$ cat src/sv/fsr_pkg.sv
`default_nettype none
package fsr_pkg;

  localparam int FRAME_BYTES = 64;
  localparam int IDX_W = $clog2(FRAME_BYTES);
  localparam int CNT_W = $clog2(FRAME_BYTES + 1);

  typedef enum logic [4:0] {
    ST_IDLE = 5'b00001,
    ST_SUM  = 5'b00010,
    ST_SCAN = 5'b00100,
    ST_MOVE = 5'b01000,
    ST_EMIT = 5'b10000
  } state_t;

  typedef struct packed {
    logic             we;
    logic [IDX_W-1:0] waddr;
    logic [7:0]       wdata;
    logic             re;
    logic [IDX_W-1:0] raddr;
  } store_req_t;

endpackage
`default_nettype wire

$ cat src/sv/fsr_store.sv
`default_nettype none
module fsr_store (
  input  wire logic               clk,
  input  wire fsr_pkg::store_req_t req,
  output logic [7:0]              rdata
);

  logic [7:0] mem [fsr_pkg::FRAME_BYTES];

  always_ff @(posedge clk) begin
    if (req.we) begin
      mem[req.waddr] <= req.wdata;
    end
    if (req.re) begin
      rdata <= mem[req.raddr];
    end
  end

endmodule
`default_nettype wire

$ cat src/sv/sync_checksum_frame_receiver_top.sv
`default_nettype none
// channel  | handshake                  | payload
// ---------+----------------------------+------------------------------------
// input    | in_valid / in_ready        | rx_byte
// output   | out_valid / out_ready      | frame_byte, byte_index, frame_last
// config   | wr_en (no wait)            | wr_data -> sync_value
//
// The completing byte starts a checksum pass through the single read port of the
// frame store; a good frame then drains at one beat per cycle while out_ready is
// high, a bad one is rescanned for the sync value and, if one is found, moved
// down. in_ready is low meanwhile.
// rst is synchronous; the store itself is not cleared. Output stalls hold the drain.
module sync_checksum_frame_receiver_top (
  input  wire logic       clk,
  input  wire logic       rst,
  input  wire logic       in_valid,
  output logic            in_ready,
  input  wire logic [7:0] rx_byte,
  output logic            out_valid,
  input  wire logic       out_ready,
  output logic [7:0]      frame_byte,
  output logic [5:0]      byte_index,
  output logic            frame_last,
  input  wire logic       wr_en,
  input  wire logic [7:0] wr_data
);

  localparam int N     = fsr_pkg::FRAME_BYTES;
  localparam int IDX_W = fsr_pkg::IDX_W;
  localparam int CNT_W = fsr_pkg::CNT_W;

  fsr_pkg::state_t     state, state_next;
  fsr_pkg::store_req_t req;
  logic [CNT_W-1:0]    ptr, ptr_next;
  logic [CNT_W-1:0]    fill_count, fill_count_next;
  logic [IDX_W-1:0]    pidx;
  logic [IDX_W-1:0]    off, off_next;
  logic [7:0]          acc, acc_next;
  logic [7:0]          b1, b1_next;
  logic [7:0]          sync_value;
  logic [7:0]          rd_data;
  logic [7:0]          acc_sum;
  logic                pend, pend_next;
  logic                issue, load, consume, ptr_end;

  fsr_store u_store (
    .clk   (clk),
    .req   (req),
    .rdata (rd_data)
  );

  assign in_ready = (state == fsr_pkg::ST_IDLE);
  assign ptr_end  = (ptr == CNT_W'(N));
  assign acc_sum  = acc + rd_data;
  assign load     = (state == fsr_pkg::ST_EMIT) && pend && (!out_valid || out_ready);
  assign consume  = (state != fsr_pkg::ST_EMIT) || load;
  assign pend_next = issue || (pend && !consume);

  always_comb begin
    state_next      = state;
    ptr_next        = ptr;
    fill_count_next = fill_count;
    off_next        = off;
    acc_next        = acc;
    b1_next         = b1;
    issue           = 1'b0;
    req.we          = 1'b0;
    req.waddr       = fill_count[IDX_W-1:0];
    req.wdata       = rx_byte;
    req.re          = 1'b0;
    req.raddr       = ptr[IDX_W-1:0];
    unique case (state)
      fsr_pkg::ST_IDLE: begin
        if (in_valid && !(fill_count == '0 && rx_byte != sync_value)) begin
          req.we = 1'b1;
          if (fill_count == CNT_W'(N - 1)) begin
            state_next      = fsr_pkg::ST_SUM;
            ptr_next        = CNT_W'(1);
            acc_next        = '0;
            fill_count_next = '0;
          end else begin
            fill_count_next = fill_count + CNT_W'(1);
          end
        end
      end
      fsr_pkg::ST_SUM: begin
        issue = !ptr_end;
        if (pend) begin
          if (pidx == IDX_W'(1)) begin
            b1_next = rd_data;
          end else begin
            acc_next = acc_sum;
          end
          if (ptr_end) begin
            if (acc_sum == b1) begin
              state_next = fsr_pkg::ST_EMIT;
              ptr_next   = '0;
            end else begin
              state_next = fsr_pkg::ST_SCAN;
              ptr_next   = CNT_W'(1);
            end
          end
        end
        if (issue) begin
          ptr_next = ptr + CNT_W'(1);
        end
      end
      fsr_pkg::ST_SCAN: begin
        if (pend && rd_data == sync_value) begin
          state_next = fsr_pkg::ST_MOVE;
          ptr_next   = CNT_W'(pidx);
          off_next   = pidx;
        end else begin
          issue = !ptr_end;
          if (issue) begin
            ptr_next = ptr + CNT_W'(1);
          end
          if (pend && pidx == IDX_W'(N - 1)) begin
            state_next      = fsr_pkg::ST_IDLE;
            fill_count_next = '0;
          end
        end
      end
      fsr_pkg::ST_MOVE: begin
        issue = !ptr_end;
        if (issue) begin
          ptr_next = ptr + CNT_W'(1);
        end
        if (pend) begin
          req.we    = 1'b1;
          req.waddr = pidx - off;
          req.wdata = rd_data;
          if (ptr_end) begin
            state_next      = fsr_pkg::ST_IDLE;
            fill_count_next = CNT_W'(N) - CNT_W'(off);
          end
        end
      end
      fsr_pkg::ST_EMIT: begin
        issue = !ptr_end && (!pend || load);
        if (issue) begin
          ptr_next = ptr + CNT_W'(1);
        end
        if (load && ptr_end) begin
          state_next      = fsr_pkg::ST_IDLE;
          fill_count_next = '0;
        end
      end
      default: begin
        state_next = fsr_pkg::ST_IDLE;
      end
    endcase
    req.re = issue;
  end

  always_ff @(posedge clk) begin
    if (rst) begin
      state      <= fsr_pkg::ST_IDLE;
      fill_count <= '0;
      pend       <= 1'b0;
      out_valid  <= 1'b0;
      sync_value <= 8'hFF;
    end else begin
      state      <= state_next;
      fill_count <= fill_count_next;
      pend       <= pend_next;
      if (wr_en) begin
        sync_value <= wr_data;
      end
      if (load) begin
        out_valid <= 1'b1;
      end else if (out_ready) begin
        out_valid <= 1'b0;
      end
    end
  end

  always_ff @(posedge clk) begin
    ptr <= ptr_next;
    off <= off_next;
    acc <= acc_next;
    b1  <= b1_next;
    if (issue) begin
      pidx <= ptr[IDX_W-1:0];
    end
    if (load) begin
      frame_byte <= rd_data;
      byte_index <= 6'(pidx);
      frame_last <= (pidx == IDX_W'(N - 1));
    end
  end

  a_state_onehot: assert property (@(posedge clk) disable iff (rst) $onehot(state))
    else $error("state not one-hot");

  a_idle_no_pend: assert property (@(posedge clk) disable iff (rst)
    state == fsr_pkg::ST_IDLE |-> !pend)
    else $error("read pending while idle");

  a_fill_below_frame: assert property (@(posedge clk) disable iff (rst)
    fill_count < CNT_W'(N))
    else $error("fill count reached frame length");

  a_move_offset: assert property (@(posedge clk) disable iff (rst)
    state == fsr_pkg::ST_MOVE |-> off != '0)
    else $error("move with zero offset");

  a_ready_in_work: assert property (@(posedge clk) disable iff (rst)
    in_valid && in_ready && fill_count == CNT_W'(N - 1) |=> !in_ready)
    else $error("ready during frame check");

endmodule
`default_nettype wire

$ cat config.mk
export PLATFORM = sky130hd
export DESIGN_NAME = sync_checksum_frame_receiver_top
export DESIGN_NICKNAME = d
export VERILOG_FILES = /design/src/sv/fsr_pkg.sv /design/src/sv/fsr_store.sv /design/src/sv/sync_checksum_frame_receiver_top.sv
export SDC_FILE = /design/constraint.sdc
export NUM_CORES = 1
export LEC_CHECK = 0
export ABC_CLOCK_PERIOD_IN_PS = 9650
export BUFFER_PORTS_ARGS = -buffer_cell sky130_fd_sc_hd__buf_2
export CAP_MARGIN = 10
export CORE_UTILIZATION = 55
export DETAILED_ROUTE_END_ITERATION = 10
export GPL_TIMING_DRIVEN = 0
export PLACE_DENSITY = 0.71
export SLEW_MARGIN = 10
export SYNTH_ARGS = -nofsm -noshare
export SYNTH_HDL_FRONTEND = slang
export SYNTH_SLANG_ARGS = --single-unit
$ cat constraint.sdc
create_clock -name clk -period 9.65 [get_ports clk]
set_input_delay 0.965 -clock clk [delete_from_list [all_inputs] [get_ports clk]]
set_output_delay 0.965 -clock clk [all_outputs]
set_load 0.02 [all_outputs]
* After elaboration in Yosys (flattened, before gate mapping)
Memory sizes are Yosys's and may differ from the RTL's. A register that Yosys moved wholly into a read port is not among the register bits.
Cells that the tools add are included.
** Word-level totals
- Memories kept :: 1
- Flip-flop bits (word level) :: 72
- Input port bits :: 21
- Output and inout port bits :: 17
- Bits in writable memories :: 512
- Word-level logic and storage cells :: 118
** Memories
- u_store.mem :: depth 64, width 8, read ports 1, clocked after memory_dff 1, write ports 1, line fsr_store.sv:8 : logic [7:0] mem [fsr_pkg::FRAME_BYTES];
** Cells by class
- Add/subtract/negate cells :: 5
- Equality and inequality tests :: 26
- Muxes and demuxes :: 43
- Reduce and logical (&&, ||, !) cells :: 30
** Operator list (count)
- $mux 7 :: 14
- $mux 5 :: 10
- $pmux 7 s5 :: 1
- $mux 8 :: 4
- $pmux 7 s4 :: 1
- $pmux 5 s5 :: 1
- $eq 8x8->1 :: 2
- $pmux 8 s2 :: 1
- $mux 15 :: 1
- $add 7x1->7 const B :: 2
- $mux 14 :: 1
- $ne 2x2->1 const B :: 7
- $reduce_and 5->1 :: 2
- $logic_and 1x1->1 :: 9
- $add 8x8->8 :: 1
- $ne 2x1->1 const B :: 4
- $ne 8x8->1 :: 1
- $reduce_and 8->1 :: 1
- $eq 7x6->1 const B :: 1
- $eq 7x7->1 const B :: 1
- $logic_not 7->1 :: 1
- $mux 1 :: 7
- $reduce_and 7->1 :: 1
- $sub 7x6->7 const A :: 1
- other kinds (20) :: 29

* Depth between registers and ports, before layout
- Depth after elaboration :: 8
- Gate-level depth with buffers :: 13
- Depth with buffers taken out :: 10

* Hierarchy
From an unflattened synthesis, not the netlist that was laid out.
** Unflattened totals
- Cell total of the unflattened synthesis :: 1370
- Area, all modules :: 24556.1 µm²
** By module, submodules not included
- fsr_store :: seq. area each 15615.0 µm², instances 1, cells an instance 940, area an instance 20246.9 µm²
- sync_checksum_frame_receiver_top :: seq. area each 1941.9 µm², instances 1, cells an instance 430, area an instance 4309.1 µm²

* Least setup slack after synthesis
No wires, ideal clock.
- Path kind :: reg-to-reg
- From :: register state[0]
- To :: memory u_store.mem[0][1] (data pin)
- Data arrival time :: 3.666 ns
- Required time :: 8.948 ns
- Setup slack :: 5.282 ns
- Clock period less this slack :: 4.368 ns
- Path buffers :: 2
- Setup time :: 0.702 ns
- Cell stages (with the launch flop) :: 6
- Cells stage by stage :: dfxtp_1 > buf_2 > nor2_1 > nand3_1 > clkbuf_1 > o21ai_0
** RTL lines
- start: declaration :: line sync_checksum_frame_receiver_top.sv:32 : fsr_pkg::state_t state, state_next;
- start signal: assignment :: line sync_checksum_frame_receiver_top.sv:158 : state <= fsr_pkg::ST_IDLE;
- start signal: assignment :: line sync_checksum_frame_receiver_top.sv:164 : state <= state_next;
- end: declaration :: line fsr_store.sv:8

* Worst setup path after layout
- From :: register ptr[0]
- To :: register ptr[6] (enable)
** Between the ends
- Cells in the longest elaborated chain, start to end :: 5
- Elaborated cells on any way between the ends :: 6
- Those cells by class :: eq/ne: 3; reduce/logical: 3
** Ends and longest elaborated chain
- start: declaration :: line sync_checksum_frame_receiver_top.sv:34 : logic [CNT_W-1:0] ptr, ptr_next;
- start signal: assignment :: line sync_checksum_frame_receiver_top.sv:179 : ptr <= ptr_next;
- $eq 7x7->1 (*) :: line sync_checksum_frame_receiver_top.sv:53 : assign ptr_end = (ptr == CNT_W'(N));
- $logic_not 1->1 :: line sync_checksum_frame_receiver_top.sv:140 : issue = !ptr_end && (!pend || load);
- $logic_and 1x1->1 :: line sync_checksum_frame_receiver_top.sv:140
- $ne 2x1->1 (no source line)
- $reduce_and 5->1 (no source line) (*)
Every way passes the cells marked *; elsewhere a longest branch is shown, timed or not.
A chain may end at the register's enable or synchronous reset.

==> reports/results.ini <==
[run_status]
status = complete, no violations

[global_route]
antenna_found_initial = 0
grt_pass1_vias = 12700
grt_use_total = 0.260
grt_max_degree = 49
gr-total-overflow = 0
grt_pass1_wl_um = 83400

[floorplanning]
row_count = 76
start_util = 0.562
dieArea_um2 = 45200
die_y_um = 213
ios = 38
die_w_um = 213
core_um2 = 43400

[cells_and_area]
synthToLayoutAreaGrowth_pct = 13.1
fin_cells = 2007
drive_gt1_frac = 0.262
n_antenna_cell = 0
nNetsFinal = 1418

[logic_synthesis]
yosysSeqAreaShare = 0.720
syn_nets = 1307
synth_edf_count = 570
avgSynthCellArea_um2 = 19.2
async_reset_ff_frac = 0
netlist_area_um2 = 24400
synth-seq-cells = 592
synth_cell_types = 67
ys_warn_count = 0
synth_cells = 1267
ys.flop_type = edfxtp_1

[setup_path]
path_buf_inv = 4
start_kind = flop
cpLargestDelayFamily = buffers and inverters
cp_max_fo = 10
end_kind = flop
worst-setup-path-type = flop to flop
path_cells = clkbuf_1, clkbuf_1, clkbuf_1, inv_1, ha_1, nor4b_4, and3b_1, nand2_1, o21ai_0, a211oi_1
cp_slowest_cell = a211oi_1
crit_top_cell = clkbuf_1
slowest_delay_ps = 960
cp.arrival_ps = 4830
required_ps = 9890

[detailed_routing]
met1Wirelength_um = 23100
wire_per_inst_um = 28.4
drc = 0
vias = 12900
viasPerCell = 6.41
drt_pass1_iterations = 6
met2_length_um = 28300
routed_wl_um = 57000
topRoutingLayerUsed = met4
met3_length_um = 4270
ant_nets = 0
drt_iter0_markers = 1531

[place]
pre_cts_ws_ps = 4660
dp_cells = 1897
hpwl_um = 38100
gp_congestion = 0.880
io_buffers = 36

[sta]
fin_crit_sh = 0.475
finalWorstSetupSlack_ps = 5060
fmax_mhz = 218
max_slew_margin = 0.0767
tightest_slew_ps = 1370
hold_viol = 0
setup_viol = 0
grt_setup_unrepaired = false
skew_ps = 24.3
fin_crit_ps = 4590
drv_slew = 0
finalSetupTns_ps = 0

[pwr]
clockPowerShare = 0.357
total_power_mw = 6.11
p_leak_nw = 8.78
power_density_nw_per_um2 = 222
p_sw_frac = 0.256
power.share.combinational = 0.167
ir_worst_vdd_uv = 181
p_seq_frac = 0.476
p_sw_mw = 1.57
p_int_mw = 4.55

[clock_network]
numCtsBuffers = 58
htreeDepth = 2
ctsHoldBuffers = 0
cts_tree = done
clk_pin_slew_worst_paths_ps = 70
post_cts_buffers = 0
root_buffer = clkbuf_16
cts_sinks = 592
worst_skew_pair.late_latency_ps = 630
cts.repair.resized = 0
clockBufferDepth = 3

[flow_run]
drv_cap = 0

[hold_path]
holdCritPathClass = flop to flop

[power by group through the flow]
stage / clock network, mW / logic, mW / registers, mW
after floorplan: 0 / 0.678 / 2.95
after global placement: 0 / 0.980 / 2.97
after detailed placement: 0 / 1.01 / 2.96
after CTS: 2.21 / 1.01 / 2.91
after global routing: 2.29 / 1.07 / 2.91
final: 2.18 / 1.02 / 2.91
[worst reg2reg max path: cells and delay by family (launching register included)]
kind	cells	cell delay, ps
and+or+nand+nor	3	510
adders and majority gates	1	270
AOI/OAI and AO/OA	2	1030
DFF	1	390
buffers and inverters	4	2000
[cells in the mapped netlist, types with 4 or more instances]
library cell  count  area share
a21o_1            4      0.0012
a21oi_1          19      0.0039
a31oi_1           5      0.0013
and2_1            5      0.0013
and3_1            8      0.0021
buf_1             9      0.0014
buf_2             9      0.0018
clkbuf_1         50      0.0077
dfxtp_1          22       0.018
edfxtp_1        570        0.70
ha_1             17      0.0087
inv_1            21      0.0032
mux2i_1           8      0.0033
mux4_2          167        0.15
nand2_1          63      0.0097
nand3_1          12      0.0025
nor2_1           35      0.0054
nor2b_1           5      0.0013
nor3_1           76       0.016
nor4_1            8      0.0021
o211ai_1          5      0.0015
o21a_1            8      0.0025
o21ai_0          20      0.0041
o31ai_1           6      0.0018
or4_1             4      0.0012
xnor2_1          17      0.0061
xor2_1           27      0.0097
[cells by family (layout without fill, tap and decap cells)]
logic type / after synthesis / after routing / synth area share
flip-flops: 592 / 592 / 0.720
AND/OR/NAND/NOR: 236 / 236 / 0.0480
multiplexers: 176 / 176 / 0.159
AO/OA/AOI/OAI: 107 / 107 / 0.0309
buffers and inverters: 92 / 247 / 0.0154
XOR/XNOR: 45 / 45 / 0.0167
adder cells (fa/ha/maj): 19 / 19 / 0.0104
[flip-flops by register name (all words and copies together) (netlist names)]
register,count
u_store.mem,512
b1,8
acc,8
frame_byte,8
fill_count,7
off,6
pend,1
ptr,7
sync_value,8
out_valid,1
state,5
frame_last,1
pidx,6
byte_index,6
u_store.rdata,8
[worst paths after layout]
check,startpoint,end,slack [ps],cells past startpoint
min,ptr[3],pidx[3],460,0
max reg2reg,ptr[0],ptr[6],5060,10
max,ptr[0],ptr[6],5060,10
min reg2reg,ptr[3],pidx[3],460,0
[layout by cell type, fill, tap and decap left out, types with 27 or more instances in the layout]
| master | instances |
|---|---|
| nor2_1 | 34 |
| nand2_1 | 56 |
| nor3_2 | 43 |
| nor3_1 | 33 |
| buf_2 | 51 |
| clkbuf_16 | 58 |
| xor2_1 | 27 |
| edfxtp_1 | 570 |
| clkbuf_1 | 64 |
| mux4_2 | 167 |
[layout make-up]
| class | count | area (um^2) |
|---|---|---|
| Fill cell | 2997 | 15800 |
| Clock buffer | 72 | 1500 |
| Clock inverter | 32 | 309 |
| Inverter | 21 | 78.8 |
| Tap cell | 585 | 732 |
| Buffer | 71 | 297 |
| Sequential cell | 592 | 17600 |
| Timing Repair Buffer | 51 | 398 |
| Multi-Input combinational cell | 583 | 6710 |
[metrics by stage]
stage                     hold slack, ps  utilization  instance area (um^2)
final                                461        0.636                 27600
after global routing                 473        0.636                 27600
after CTS                            456        0.632                 27400
after detailed placement             436        0.590                 25600
after global placement               435        0.583                 25300
after floorplan                      428            -                 24400
[metal layers]
metal / vias to the layer above / track usage
met5: - / 0
met4: 0 / 0.0853
met3: 94 / 0.0377
met2: 631 / 0.417
met1: 6679 / 0.371
li1: 5455 / -
(Power assumes the default switching activity.)
